`src/rtl/core/btc_pkg.sv`:
```
// Shared types and constants for the balanced ternary converter.
// Holds the controller/datapath command and status structs and the power-of-three table.
// No dependencies.
`default_nettype none

package btc_pkg;

  // Fixed field widths of the stream payloads
  localparam int NUM_W       = 31;
  localparam int DEN_W       = 31;
  localparam int IN_TDATA_W  = 64;
  localparam int DIGIT_W     = 2;
  localparam int OUT_TDATA_W = 8;
  localparam int OUT_TUSER_W = 2;

  // Powers of three, 3^0 .. 3^40, all exact in 64 bits
  localparam int POW3_LAST = 40;
  typedef logic [POW3_LAST:0][63:0] pow3_tab_t;

  // Balanced digit codes
  localparam logic [DIGIT_W-1:0] DIG_ZERO = 2'b00;
  localparam logic [DIGIT_W-1:0] DIG_POS  = 2'b01;
  localparam logic [DIGIT_W-1:0] DIG_NEG  = 2'b11;

  function automatic pow3_tab_t pow3_table();
    pow3_tab_t   tab;
    logic [63:0] p;
    p = 64'd1;
    for (int i = 0; i <= POW3_LAST; i++) begin
      tab[i] = p;
      p = p * 64'd3;
    end
    return tab;
  endfunction

  localparam pow3_tab_t POW3 = pow3_table();

  // Smallest t with 3^t >= 2^bits
  function automatic int pow3_exp_above(input int bits);
    logic [63:0] p;
    logic [63:0] lim;
    int          t;
    p   = 64'd1;
    lim = 64'd1 << bits;
    t   = 0;
    while (p < lim) begin
      p = p * 64'd3;
      t = t + 1;
    end
    return t;
  endfunction

  typedef struct packed {
    logic load_in;
    logic sweep_step;
    logic gen_init;
    logic gen_step;
    logic emit_init;
    logic rd_en;
    logic out_load;
    logic out_bad;
  } btc_cmd_t;

  typedef struct packed {
    logic sweep_done;
    logic k_ok;
    logic gen_active;
    logic emit_last;
  } btc_sts_t;

endpackage

`default_nettype wire

```
`src/rtl/core/btc_ram.sv`:
```
// Generic single-write, single-read RAM with registered read data.
// No dependencies.
`default_nettype none

module btc_ram #(
  parameter int WIDTH = 2,
  parameter int DEPTH = 64
) (
  input  wire logic                     clk,
  input  wire logic                     we,
  input  wire logic [$clog2(DEPTH)-1:0] waddr,
  input  wire logic [WIDTH-1:0]         wdata,
  input  wire logic                     re,
  input  wire logic [$clog2(DEPTH)-1:0] raddr,
  output logic      [WIDTH-1:0]         rdata
);

  logic [WIDTH-1:0] mem [DEPTH];

  always_ff @(posedge clk) begin
    if (we) begin
      mem[waddr] <= wdata;
    end
    if (re) begin
      rdata <= mem[raddr];
    end
  end

endmodule

`default_nettype wire

```
`src/rtl/core/btc_dp.sv`:
```
// Datapath of the balanced ternary converter: power-of-three sweep, MSB-first
// digit generation into the digit store, emission counters and output payload.
// Depends on btc_pkg and btc_ram.
`default_nettype none

module btc_dp #(
  parameter int VALUE_BITS = 31,
  parameter int MAX_DIGITS = 64
) (
  input  wire logic                              clk,
  input  wire logic                              rst_n,
  input  wire logic [btc_pkg::NUM_W-1:0]         numerator,
  input  wire logic [btc_pkg::DEN_W-1:0]         denominator,
  input  wire btc_pkg::btc_cmd_t                 cmd,
  output btc_pkg::btc_sts_t                      sts,
  output logic      [btc_pkg::DIGIT_W-1:0]       out_digit,
  output logic                                   out_is_fraction,
  output logic                                   out_last,
  output logic                                   out_bad_denominator
);

  import btc_pkg::*;

  localparam int TOPMAX = pow3_exp_above(VALUE_BITS + 1);
  localparam int IW     = $clog2(TOPMAX + 1);
  localparam int EW     = $clog2(TOPMAX + MAX_DIGITS + 2);
  localparam int AW     = $clog2(MAX_DIGITS);
  localparam int PW     = VALUE_BITS + 3;
  localparam int RW     = VALUE_BITS + 2;
  localparam int TW     = $clog2(POW3_LAST + 1);

  // Operands, cut to the value width
  logic [NUM_W+VALUE_BITS-1:0] num_ext;
  logic [DEN_W+VALUE_BITS-1:0] den_ext;
  logic [VALUE_BITS-1:0]       a_in;
  logic [VALUE_BITS-1:0]       b_in;

  logic [VALUE_BITS-1:0] a_r, a_nxt;
  logic [VALUE_BITS-1:0] b_r, b_nxt;
  logic [IW-1:0]         idx_r, idx_nxt;
  logic [IW-1:0]         k_r, k_nxt;
  logic [IW-1:0]         top_r, top_nxt;
  logic                  kfound_r, kfound_nxt;
  logic                  topfound_r, topfound_nxt;
  logic [IW-1:0]         pos_r, pos_nxt;
  logic                  gact_r, gact_nxt;
  logic signed [RW-1:0]  res_r, res_nxt;
  logic [EW-1:0]         e_r, e_nxt;
  logic [EW-1:0]         nint_r, nint_nxt;
  logic [EW-1:0]         fend_r, fend_nxt;
  logic [EW-1:0]         total_r, total_nxt;
  logic [EW-1:0]         nintc_r, nintc_nxt;
  logic                  zint_r, zint_nxt;

  logic [DIGIT_W-1:0] digit_r, digit_nxt;
  logic               frac_r, frac_nxt;
  logic               last_r, last_nxt;
  logic               bad_r, bad_nxt;

  // Sweep compare
  logic [PW-1:0] pw_s;
  logic [PW-1:0] b_ext;
  logic [PW-1:0] a2_ext;
  logic          hit_k, hit_top, kf, tf;

  // Generation step
  logic [VALUE_BITS:0]  pw_g;
  logic signed [RW-1:0] pw_gs;
  logic signed [RW-1:0] half_s;
  logic                 gt, lt;
  logic [DIGIT_W-1:0]   gdig;
  logic                 int_gt;
  logic [IW-1:0]        npos;

  logic               ram_we;
  logic [DIGIT_W-1:0] ram_rdata;
  logic [EW-1:0]      max_e;

  assign num_ext = {{VALUE_BITS{1'b0}}, numerator};
  assign den_ext = {{VALUE_BITS{1'b0}}, denominator};
  assign a_in    = num_ext[VALUE_BITS-1:0];
  assign b_in    = den_ext[VALUE_BITS-1:0];
  assign max_e   = EW'(MAX_DIGITS);

  assign pw_s    = POW3[TW'(idx_r)][PW-1:0];
  assign b_ext   = {3'b000, b_r};
  assign a2_ext  = {2'b00, a_r, 1'b0};
  assign hit_k   = !kfound_r && (b_ext == pw_s);
  assign hit_top = !topfound_r && (a2_ext < pw_s);
  assign kf      = kfound_r || hit_k;
  assign tf      = topfound_r || hit_top;

  assign pw_g   = POW3[TW'(pos_r)][VALUE_BITS:0];
  assign pw_gs  = $signed({1'b0, pw_g});
  assign half_s = $signed({2'b00, pw_g[VALUE_BITS:1]});
  assign gt     = res_r > half_s;
  assign lt     = res_r < -half_s;
  assign gdig   = gt ? DIG_POS : (lt ? DIG_NEG : DIG_ZERO);

  assign int_gt = top_r > k_r;
  assign npos   = int_gt ? top_r : k_r;

  assign ram_we = cmd.gen_step && (e_r < max_e);

  always_comb begin
    a_nxt        = a_r;
    b_nxt        = b_r;
    idx_nxt      = idx_r;
    k_nxt        = k_r;
    top_nxt      = top_r;
    kfound_nxt   = kfound_r;
    topfound_nxt = topfound_r;
    pos_nxt      = pos_r;
    gact_nxt     = gact_r;
    res_nxt      = res_r;
    e_nxt        = e_r;
    nint_nxt     = nint_r;
    fend_nxt     = fend_r;
    total_nxt    = total_r;
    nintc_nxt    = nintc_r;
    zint_nxt     = zint_r;
    digit_nxt    = digit_r;
    frac_nxt     = frac_r;
    last_nxt     = last_r;
    bad_nxt      = bad_r;

    if (cmd.load_in) begin
      a_nxt        = a_in;
      b_nxt        = b_in;
      idx_nxt      = '0;
      kfound_nxt   = 1'b0;
      topfound_nxt = 1'b0;
    end

    if (cmd.sweep_step) begin
      if (hit_k) begin
        k_nxt = idx_r;
      end
      if (hit_top) begin
        top_nxt = idx_r;
      end
      kfound_nxt   = kf;
      topfound_nxt = tf;
      idx_nxt      = idx_r + IW'(1);
    end

    if (cmd.gen_init) begin
      gact_nxt = (npos != '0);
      pos_nxt  = npos - IW'(1);
      res_nxt  = $signed({2'b00, a_r});
      e_nxt    = int_gt ? '0 : EW'(1);
      nint_nxt = int_gt ? EW'(top_r - k_r) : EW'(1);
      fend_nxt = int_gt ? EW'(top_r - k_r) : EW'(1);
      zint_nxt = !int_gt;
    end

    // Greedy balanced digit at the current position, most significant first
    if (cmd.gen_step) begin
      if (gt) begin
        res_nxt = res_r - pw_gs;
      end else if (lt) begin
        res_nxt = res_r + pw_gs;
      end
      if ((pos_r < k_r) && (gdig != DIG_ZERO)) begin
        fend_nxt = e_r + EW'(1);
      end
      e_nxt = e_r + EW'(1);
      if (pos_r == '0) begin
        gact_nxt = 1'b0;
      end else begin
        pos_nxt = pos_r - IW'(1);
      end
    end

    // Clip the run to the store depth
    if (cmd.emit_init) begin
      e_nxt     = '0;
      total_nxt = (fend_r > max_e) ? max_e : fend_r;
      nintc_nxt = (nint_r > max_e) ? max_e : nint_r;
    end

    if (cmd.out_load) begin
      if (cmd.out_bad) begin
        digit_nxt = DIG_ZERO;
        frac_nxt  = 1'b0;
        last_nxt  = 1'b1;
        bad_nxt   = 1'b1;
      end else begin
        digit_nxt = (zint_r && (e_r == '0)) ? DIG_ZERO : ram_rdata;
        frac_nxt  = (e_r >= nintc_r);
        last_nxt  = sts.emit_last;
        bad_nxt   = 1'b0;
        e_nxt     = e_r + EW'(1);
      end
    end
  end

  always_ff @(posedge clk) begin
    if (!rst_n) begin
      kfound_r   <= 1'b0;
      topfound_r <= 1'b0;
      gact_r     <= 1'b0;
    end else begin
      kfound_r   <= kfound_nxt;
      topfound_r <= topfound_nxt;
      gact_r     <= gact_nxt;
    end
  end

  always_ff @(posedge clk) begin
    a_r     <= a_nxt;
    b_r     <= b_nxt;
    idx_r   <= idx_nxt;
    k_r     <= k_nxt;
    top_r   <= top_nxt;
    pos_r   <= pos_nxt;
    res_r   <= res_nxt;
    e_r     <= e_nxt;
    nint_r  <= nint_nxt;
    fend_r  <= fend_nxt;
    total_r <= total_nxt;
    nintc_r <= nintc_nxt;
    zint_r  <= zint_nxt;
    digit_r <= digit_nxt;
    frac_r  <= frac_nxt;
    last_r  <= last_nxt;
    bad_r   <= bad_nxt;
  end

  btc_ram #(
    .WIDTH (DIGIT_W),
    .DEPTH (MAX_DIGITS)
  ) u_digit_store (
    .clk   (clk),
    .we    (ram_we),
    .waddr (e_r[AW-1:0]),
    .wdata (gdig),
    .re    (cmd.rd_en),
    .raddr (e_r[AW-1:0]),
    .rdata (ram_rdata)
  );

  always_comb begin
    sts.sweep_done = (idx_r == IW'(TOPMAX)) || (kf && tf) || (!kf && (b_ext < pw_s));
    sts.k_ok       = kfound_r;
    sts.gen_active = gact_r;
    sts.emit_last  = (e_r == total_r - EW'(1));
  end

  assign out_digit           = digit_r;
  assign out_is_fraction     = frac_r;
  assign out_last            = last_r;
  assign out_bad_denominator = bad_r;

  a_step_only_active: assert property (@(posedge clk) disable iff (!rst_n)
    cmd.gen_step |-> gact_r)
    else $error("digit generation stepped past position zero");

  a_emit_in_run: assert property (@(posedge clk) disable iff (!rst_n)
    (cmd.out_load && !cmd.out_bad) |-> (e_r < total_r))
    else $error("emission index ran past the digit count");

  a_run_not_empty: assert property (@(posedge clk) disable iff (!rst_n)
    cmd.emit_init |=> (total_r != '0))
    else $error("conversion produced an empty digit run");

endmodule

`default_nettype wire

```
`src/rtl/core/btc_ctrl.sv`:
```
// Controller of the balanced ternary converter: sequences sweep, digit
// generation and emission, and owns the output valid flag.
// Depends on btc_pkg.
`default_nettype none

module btc_ctrl (
  input  wire logic              clk,
  input  wire logic              rst_n,
  input  wire logic              in_tvalid,
  output logic                   in_tready,
  output logic                   out_tvalid,
  input  wire logic              out_tready,
  output btc_pkg::btc_cmd_t      cmd,
  input  wire btc_pkg::btc_sts_t sts
);

  import btc_pkg::*;

  localparam logic [3:0] ST_IDLE  = 4'd0;
  localparam logic [3:0] ST_SWEEP = 4'd1;
  localparam logic [3:0] ST_CHK   = 4'd2;
  localparam logic [3:0] ST_BAD   = 4'd3;
  localparam logic [3:0] ST_GINIT = 4'd4;
  localparam logic [3:0] ST_GEN   = 4'd5;
  localparam logic [3:0] ST_EINIT = 4'd6;
  localparam logic [3:0] ST_ERD   = 4'd7;
  localparam logic [3:0] ST_ELD   = 4'd8;

  logic [3:0] state_r, state_nxt;
  logic       out_vld_r, out_vld_nxt;
  logic       out_free;

  assign out_free = !out_vld_r || out_tready;

  always_comb begin
    state_nxt = state_r;
    cmd       = '0;
    case (state_r)
      ST_IDLE: begin
        if (in_tvalid) begin
          cmd.load_in = 1'b1;
          state_nxt   = ST_SWEEP;
        end
      end
      ST_SWEEP: begin
        cmd.sweep_step = 1'b1;
        if (sts.sweep_done) begin
          state_nxt = ST_CHK;
        end
      end
      ST_CHK: begin
        state_nxt = sts.k_ok ? ST_GINIT : ST_BAD;
      end
      ST_BAD: begin
        if (out_free) begin
          cmd.out_load = 1'b1;
          cmd.out_bad  = 1'b1;
          state_nxt    = ST_IDLE;
        end
      end
      ST_GINIT: begin
        cmd.gen_init = 1'b1;
        state_nxt    = ST_GEN;
      end
      ST_GEN: begin
        if (sts.gen_active) begin
          cmd.gen_step = 1'b1;
        end else begin
          state_nxt = ST_EINIT;
        end
      end
      ST_EINIT: begin
        cmd.emit_init = 1'b1;
        state_nxt     = ST_ERD;
      end
      ST_ERD: begin
        cmd.rd_en = 1'b1;
        state_nxt = ST_ELD;
      end
      ST_ELD: begin
        // Hold until the output register frees up
        if (out_free) begin
          cmd.out_load = 1'b1;
          state_nxt    = sts.emit_last ? ST_IDLE : ST_ERD;
        end
      end
      default: begin
        state_nxt = ST_IDLE;
      end
    endcase
  end

  always_comb begin
    if (cmd.out_load) begin
      out_vld_nxt = 1'b1;
    end else if (out_tready) begin
      out_vld_nxt = 1'b0;
    end else begin
      out_vld_nxt = out_vld_r;
    end
  end

  always_ff @(posedge clk) begin
    if (!rst_n) begin
      state_r   <= ST_IDLE;
      out_vld_r <= 1'b0;
    end else begin
      state_r   <= state_nxt;
      out_vld_r <= out_vld_nxt;
    end
  end

  assign in_tready  = (state_r == ST_IDLE);
  assign out_tvalid = out_vld_r;

  a_no_overwrite: assert property (@(posedge clk) disable iff (!rst_n)
    cmd.out_load |-> (!out_vld_r || out_tready))
    else $error("output register loaded while holding an untaken transaction");

  a_bad_path: assert property (@(posedge clk) disable iff (!rst_n)
    (state_r == ST_CHK && !sts.k_ok) |=> (state_r == ST_BAD))
    else $error("bad denominator not reported");

  a_last_frees_input: assert property (@(posedge clk) disable iff (!rst_n)
    (state_r == ST_ELD && cmd.out_load && sts.emit_last) |=> in_tready)
    else $error("input not reopened after final digit");

endmodule

`default_nettype wire

```
`src/rtl/core/balanced_ternary_converter_unit.sv`:
```
// Converts numerator / 3^k to balanced ternary, one digit per output transaction,
// most significant first: integer digits (a lone 0 when the integer part is zero),
// then fraction digits with trailing zeros dropped; tlast marks the final digit. A
// denominator that is not a power of three yields a single transaction with the
// bad-denominator flag set. One item is handled at a time. An accepted item goes
// through a sweep over a power-of-three table that finds k and the digit count,
// MSB-first digit generation into the digit store, and emission, where each digit
// passes the registered read of the digit store and then the output register; once
// the final digit is loaded the unit returns to idle and can take the next item. A
// bad denominator goes from the sweep through a check state to the output register.
// A digit that waits on out_tready holds up the whole item. The digit store needs
// no clearing after reset. Depends on btc_pkg, btc_ctrl, btc_dp.
`default_nettype none

module balanced_ternary_converter_unit #(
  parameter int VALUE_BITS = 31,
  parameter int MAX_DIGITS = 64
) (
  input  wire logic                               clk,
  input  wire logic                               rst_n,
  input  wire logic                               in_tvalid,
  output logic                                    in_tready,
  // [30:0] numerator, [61:31] denominator, [63:62] zero
  input  wire logic [btc_pkg::IN_TDATA_W-1:0]     in_tdata,
  output logic                                    out_tvalid,
  input  wire logic                               out_tready,
  // [1:0] digit (signed), [7:2] zero
  output logic      [btc_pkg::OUT_TDATA_W-1:0]    out_tdata,
  // [0] is_fraction, [1] bad_denominator
  output logic      [btc_pkg::OUT_TUSER_W-1:0]    out_tuser,
  output logic                                    out_tlast
);

  import btc_pkg::*;

  btc_cmd_t           cmd;
  btc_sts_t           sts;
  logic [DIGIT_W-1:0] digit;
  logic               is_fraction;
  logic               bad_den;

  btc_ctrl u_ctrl (
    .clk        (clk),
    .rst_n      (rst_n),
    .in_tvalid  (in_tvalid),
    .in_tready  (in_tready),
    .out_tvalid (out_tvalid),
    .out_tready (out_tready),
    .cmd        (cmd),
    .sts        (sts)
  );

  btc_dp #(
    .VALUE_BITS (VALUE_BITS),
    .MAX_DIGITS (MAX_DIGITS)
  ) u_dp (
    .clk                 (clk),
    .rst_n               (rst_n),
    .numerator           (in_tdata[NUM_W-1:0]),
    .denominator         (in_tdata[NUM_W+DEN_W-1:NUM_W]),
    .cmd                 (cmd),
    .sts                 (sts),
    .out_digit           (digit),
    .out_is_fraction     (is_fraction),
    .out_last            (out_tlast),
    .out_bad_denominator (bad_den)
  );

  assign out_tdata = {{(OUT_TDATA_W-DIGIT_W){1'b0}}, digit};
  assign out_tuser = {bad_den, is_fraction};

endmodule

`default_nettype wire
```
`config.mk`:
```
export PLATFORM = sky130hd
export DESIGN_NAME = balanced_ternary_converter_unit
export DESIGN_NICKNAME = d
export VERILOG_FILES = /design/src/rtl/core/btc_pkg.sv /design/src/rtl/core/btc_ram.sv /design/src/rtl/core/btc_dp.sv /design/src/rtl/core/btc_ctrl.sv /design/src/rtl/core/balanced_ternary_converter_unit.sv
export SDC_FILE = /design/constraint.sdc
export NUM_CORES = 1
export LEC_CHECK = 0
export CELL_PAD_IN_SITES_DETAIL_PLACEMENT = 0
export CELL_PAD_IN_SITES_GLOBAL_PLACEMENT = 1
export CORE_MARGIN = 2
export CORE_UTILIZATION = 45
export CTS_BUF_LIST = sky130_fd_sc_hd__clkbuf_8
export DETAILED_ROUTE_END_ITERATION = 8
export DONT_BUFFER_PORTS = 1
export GPL_TIMING_DRIVEN = 0
export PLACE_DENSITY = 0.86
export SKIP_CTS_REPAIR_TIMING = 1
export SLEW_MARGIN = 30
export SYNTH_ARGS = -nofsm -noshare
export SYNTH_HDL_FRONTEND = slang
export SYNTH_SLANG_ARGS = --single-unit
```
`constraint.sdc`:
```
create_clock -name clk -period 5.1 [get_ports clk]
set_input_delay 0.255 -clock clk [delete_from_list [all_inputs] [get_ports clk]]
set_output_delay 0.255 -clock clk [all_outputs]
set_load 0.01 [all_outputs]
```
==> impl_metrics.toml, run 1 <==
[die]
core_area_sq_um = 46800
start_util_pct = 45.8
die_area_sq_um = 49300
pin_count = 81
fp-row-count = 79
fp.dieH_microns = 222
die_x_microns = 222

[route]
first_pass_iters = 6
first_iter_violations = 1881
vias = 18400
final_antenna_net_count = 0
avgRoutedWirePerCell_microns = 22.5
remaining_drc_errors = 0
vias_per_cell = 6.11
routed_wl_mm = 67.9

[clocking]
cts_tree = "done"
root_buffer = "clkbuf_8"
cts_max_path_buffers = 3
clock-sinks = 353
cts_buffers = 61
insertion_delay_ns = 0.68
clkSlewWorstSetupHoldPaths_ns = 0.06
h-tree-depth = 2

[run_status]
violations = "negative setup slack"
status = "finished with violations"

[yosys]
synth_top_area_share_pct = 32.7
yosysSeqAreaShare_pct = 43.9
synth_most_common_cell = "ha_1"
syn_area_sq_um = 21400
synth_top_family_by_area = "compound AO/OA/AOI/OAI gates"
ys_seq_elements = 353
synth.area.mux_share_pct = 2.02
netlist_instances = 2174
synth_top_area_cell = "edfxtp_1"
synth_edf_count = 233
synth_compound_area_share_pct = 19.8
synthXorXnorAreaFrac_pct = 2.01
synthSimpleGateAreaFrac_pct = 13.7
synthAdderAreaFrac_pct = 14.0
yosys-top-cells-count = "ha_1, edfxtp_1, nor2_1, a21oi_1, nand2_1"
postSynthAreaPerCell_sq_um = 9.84
ys_warn_count = 0
ys.flop_type = "edfxtp_1"
synth_async_sr_flop_share_pct = 0
netlist_top_cells_area = "edfxtp_1, ha_1, dfxtp_1"
synth_cell_types = 91

[global_routing]
grt_pass1_wl_mm = 100
gr-total-overflow = 0
grt_pass1_vias = 17700
antenna_found_initial = 0
grt_max_degree = 65
track_usage_pct = 25.9

[timing]
skew_ns = 0.0305
fmax_mhz = 195
rsz0062_at_grt = "true"
drv_slew = 0
tightest_slew_ns = 1.04
slew_headroom_pct = 30.7
finalCriticalPeriod_ns = 5.12
hold_viol = 0
fin_ws_ns = -0.0232
period_share_pct = 100
setup_viol = 2

[worst_setup_path]
startpoint_type = "register"
worstSetupEndpointType = "register"
crit_required_ns = 5.65
critical_path_class = "register to register"
cp_cell_sequence = "nor4_4 > nand3_2 > nor3_4 > nand2_4 > or3_4 > or3_4 > nor3_4 > xnor2_1 > ha_1 > buf_4 > nand4_1 > nor4_4 > o211ai_1 > a32oi_4 > nand2b_4 > buf_12 > clkinvlp_4 > buf_12 > buf_4 > a21oi_2 > a211o_1 > o21ai_1"
cp_max_fo = 6
cp_slowest_cell = "a32oi_4"
cpPeakStageDelay_ns = 0.42
cpLargestDelayFamily = "simple AND/OR/NAND/NOR gates"
cp.arrival_ns = 5.67
cp_num_buf_inv = 5

[min_path]
holdCritPathClass = "input port to register"

[pwr]
p_per_area_nw_per_um2 = 419
p_clk_share_pct = 27.9
p_seq_share_pct = 36.5
p_int_uw = 6540
switching_share_pct = 37.9
power_leakage_uw = 0.00926
p_sw_uw = 3990
ir_drop_uv = 420
p_comb_share_pct = 35.6

[cells_and_area]
drive_gt1_share_pct = 10.1
final_area_sq_um = 25100
post-route-util_pct = 53.7
fillers = 4099
nNetsFinal = 2659
antenna_cells = 0
area_delta_synth_final_pct = 17.3

[place]
io_buffers = 0
post-dp-hpwl_mm = 48.0
gp_congestion = 0.936
dpl_cell_area_sq_um = 22300

[job]
max_cap_viol_count = 0
## layer usage
metal | part of all wire, % | up-vias | wire length, microns | track usage [%]
met5 | 0 | - | 0 | 0
met1 | 40 | 8878 | 27200 | 32.4
li1 | - | 8470 | - | -
met2 | 48 | 864 | 32400 | 43.1
met4 | 4.7 | 0 | 3210 | 11.7
met3 | 7.4 | 198 | 5050 | 5.31
## power groups by stage
stage / sequential [uW] / clock [uW] / combinational, uW
2_1_floorplan: 3710 / 0 / 2620
3_3_place_gp: 3900 / 0 / 3410
3_5_place_dp: 3890 / 0 / 3520
4_1_cts: 3830 / 2960 / 3550
5_1_grt: 3870 / 3090 / 4190
6_report: 3850 / 2930 / 3750
## placed cells by master, fill, tap and decap left out, types with 26 or more instances in the layout
cell / Yosys / routed
edfxtp_1: 233 / 233
clkbuf_8: 0 / 63
dfxtp_1: 120 / 116
nand3_1: 42 / 40
inv_1: 133 / 140
buf_4: 10 / 40
nor2_1: 217 / 216
xnor2_1: 41 / 41
a221oi_1: 26 / 26
a21o_1: 46 / 46
a21oi_1: 170 / 166
dlygate4sd3_1: 0 / 65
a22oi_1: 69 / 69
nor2b_1: 32 / 32
o21ai_0: 112 / 104
ha_1: 234 / 234
clkbuf_1: 72 / 63
nor3_1: 38 / 32
mux2i_1: 41 / 40
o22ai_1: 33 / 26
nand2_1: 137 / 135
## stage by stage
| stage | instances | setup TNS, ns | hold WS [ns] | power (uW) | setup slack [ns] |
|---|---|---|---|---|---|
| 2_1_floorplan | 2180 | 0 | 0.354 | 6330 | 0.0162 |
| 5_1_grt | 3013 | -9.37 | 0.0281 | 11100 | -0.219 |
| 4_1_cts | 2905 | -108.06 | -0.375 | 10300 | -1.06 |
| 3_5_place_dp | 2790 | -101.43 | 0.354 | 7410 | -1.02 |
| 6_report | 3013 | -0.0461 | 0.00994 | 10500 | -0.0232 |
| 3_3_place_gp | 2787 | -233.46 | 0.354 | 7300 | -1.73 |
## tightest hold or removal path: stages
cell	delay (ns)
clkbuf_1	0.21
nand2_1	0.11
o21ai_0	0.06
## area by class of cell
type                       count  area (sq um)  share of cell area [%]
buffer                       102           537                    2.14
clock buffer                  63           867                    3.46
clock inverter                52           505                    2.01
inverter                     139           532                    2.12
multi-input combinational   1585         11300                    45.1
sequential                   353          9410                    37.5
tap                          607           759                    3.03
timing repair buffer         112          1170                    4.65
## worst paths after layout
check                                                    start                        endpoint  slack [ns]  cells past startpoint
worst max-delay path                      u_dp.pw_g[4]$_DFF_P_          u_dp.res_r[27]$_DFF_P_       -0.02                     22
worst min-delay path                                     rst_n  u_ctrl.state_r[2]$_SDFFE_PN0P_        0.01                      3
worst max register to register            u_dp.pw_g[4]$_DFF_P_          u_dp.res_r[27]$_DFF_P_       -0.02                     22
worst min register to register  u_ctrl.state_r[1]$_SDFFE_PN0P_  u_ctrl.state_r[1]$_SDFFE_PN0P_        0.52                      2
## kinds of logic (layout without fill, tap and decap cells)
kind of cell | Yosys count | after routing
compound gates | 637 | 637
simple gates | 612 | 612
flops | 353 | 353
buf+inv | 242 | 468
fa+ha+maj | 237 | 237
xor+xnor | 49 | 49
mux | 43 | 43
other cells | 1 | 7
## flip-flops by register name, indices dropped and copies added (netlist names), 2 cells and up
register	flops
u_dp.nintc_r	7
u_dp.pw_s	32
u_dp.res_r	33
u_dp.pos_r	5
u_dp.k_r	5
u_ctrl.state_r	4
u_dp.b_r	31
u_dp.nint_r	6
u_dp.e_r	7
u_dp.idx_r	5
u_dp.top_r	5
u_dp.fend_r	7
u_dp.pw_g	28
u_dp.total_r	7
u_dp.a_r	31
u_dp.out_digit	2
u_dp.u_digit_store.mem	128
u_dp.u_digit_store.rdata	2
No activity file was read; power rests on OpenSTA's default activity.
==> inputs of run 2 (changes only) <==
- PLACE_DENSITY: 0.86 -> default
- PLACE_DENSITY_LB_ADDON: default -> 0.1
==> impl_metrics.toml, run 2 (same netlist as run 1, synthesis figures left out) <==
[run_status]
status = "complete, no violations"

[cells_and_area]
multiInputGateArea_sq_um = 11300
fillers = 4295
nNetsFinal = 2639
drive_gt1_share_pct = 9.14
regArea_sq_um = 9410
largest_reg_flops = 128
area_delta_synth_final_pct = 15.5
final_cell_mix = "ha_1, edfxtp_1, nor2_1"
regMostFlops = "u_dp.u_digit_store.mem"

[die]
fp.dieH_microns = 222
die_x_microns = 222
die_area_sq_um = 49300
start_util_pct = 45.8
pin_count = 81
fp-row-count = 79
core_area_sq_um = 46800

[route]
avgRoutedWirePerCell_microns = 23.0
first_pass_iters = 5
vias_per_cell = 5.99
routed_wl_mm = 68.9
final_antenna_net_count = 0
remaining_drc_errors = 0
vias = 17900
first_iter_violations = 1568

[place]
dp_slack_ns = -1.28
io_buffers = 0
post-dp-hpwl_mm = 50.9
gp_congestion = 0.898

[global_routing]
grt_max_degree = 65
grt_pass1_wl_mm = 103
track_usage_pct = 27.0
gr-total-overflow = 0
antenna_found_initial = 1
grt_pass1_vias = 17200

[pwr]
p_comb_share_pct = 35.9
p_per_area_nw_per_um2 = 422
switching_share_pct = 37.8
finalPower_uw = 10400
ir_drop_uv = 541
p_int_uw = 6490
power_leakage_uw = 0.00911
p_seq_share_pct = 36.8
p_clk_share_pct = 27.4
p_sw_uw = 3940

[worst_setup_path]
worstSetupEndpointType = "register"
cp.arrival_ns = 5.67
crit_required_ns = 5.68
cpMostUsedCell = "or3_4"
startpoint_type = "register"
rr_worst_depth = 20
critical_path_class = "register to register"
timing.rr.end = "u_dp.res_r[28]$_DFF_P_"
reg2reg_slack_ns = 0.002
cp_cell_sequence = "nor4_4 > nand3_2 > nor3_4 > nand2_4 > or3_4 > or3_4 > nor3_4 > xnor2_1 > ha_1 > a21o_1 > a2111o_1 > or3_4 > o21ai_4 > a32oi_4 > buf_6 > nor3b_4 > nand3_1 > nor4b_2 > buf_4 > o22ai_2"
cp-startpoint = "u_dp.pw_g[5]$_DFF_P_"
r2r-start = "u_dp.pw_g[5]$_DFF_P_"
cpPeakStageDelay_ns = 0.43
crit_path_end = "u_dp.res_r[28]$_DFF_P_"
cp_slowest_cell = "a2111o_1"
cp_max_fo = 8

[clocking]
insertion_delay_ns = 0.68
cts_buffers = 60
cts_max_path_buffers = 3
root_buffer = "clkbuf_8"
clock-sinks = 353
h-tree-depth = 2
cts_tree = "done"
clkSlewWorstSetupHoldPaths_ns = 0.06

[min_path]
holdCritPathClass = "input port to register"
min_from = "rst_n"

[timing]
drv_slew = 0
rsz0062_at_grt = "true"
period_share_pct = 100
slew_headroom_pct = 31.9
finalCriticalPeriod_ns = 5.10
skew_ns = 0.0411
fin_ws_ns = 0.00242
tightest_slew_ns = 1.02
hold_viol = 0
fmax_mhz = 196
setup_tns_ns = 0
setup_viol = 0

[job]
max_cap_viol_count = 0
## run 2: power by group through the flow
| stage | sequential [uW] | clock, uW | combinational, uW |
|---|---|---|---|
| after floorplan | 3710 | 0 | 2620 |
| after global placement | 3910 | 0 | 3500 |
| after detailed placement | 3890 | 0 | 3580 |
| after CTS | 3830 | 2890 | 3600 |
| after global routing | 3860 | 3010 | 4160 |
| final | 3830 | 2850 | 3740 |
## run 2: area by class of cell
class                   count  area share [%]
multi-input cells        1585            45.6
flip-flops and latches    353            38.1
clock buffers              69            3.84
repair buffers             93            3.66
well taps                 607            3.07
inverters                 139            2.15
plain buffers             102            2.02
clock inverters            43            1.57
diodes                      1          0.0101
## run 2: per-layer routing
| layer | global-route usage (%) | wire length (microns) |
|---|---|---|
| met5 | 0 | 0 |
| met4 | 6.97 | 1440 |
| met3 | 4.88 | 3920 |
| met1 | 36.1 | 30400 |
| met2 | 45.2 | 33100 |
## run 2: per-stage QoR
step	std cells	instance area [sq um]	utilization, %	hold slack (ns)
6_report	2992	24700	52.9	0.0179
3_3_place_gp	2787	22200	47.5	0.354
4_1_cts	2906	23700	50.6	-0.362
5_1_grt	2992	24700	52.9	0.0446
3_5_place_dp	2794	22300	47.7	0.354
2_1_floorplan	2180	21400	-	0.354
## run 2: how the worst min path moves through the flow
| stage | to | cells after the start |
|---|---|---|
| floorplan | u_dp.a_r[0]$_DFFE_PP_ | 0 |
| finish | u_ctrl.state_r[2]$_SDFFE_PN0P_ | 3 |
| CTS | u_dp.a_r[0]$_DFFE_PP_ | 0 |
| detailed placement | u_dp.a_r[13]$_DFFE_PP_ | 0 |
| global placement | u_dp.a_r[8]$_DFFE_PP_ | 0 |
| global route | u_ctrl.out_tvalid$_SDFFE_PN0P_ | 2 |
## run 2: critical path: cells and delay by family (launching register included)
kind                     cells  cell delay [ns]
AO/OA/AOI/OAI                5             1.08
XOR/XNOR                     1             0.09
adder cells (fa/ha/maj)      1             0.31
buffers and inverters        2             0.34
flip-flops                   1             0.37
AND/OR/NAND/NOR             11             2.77
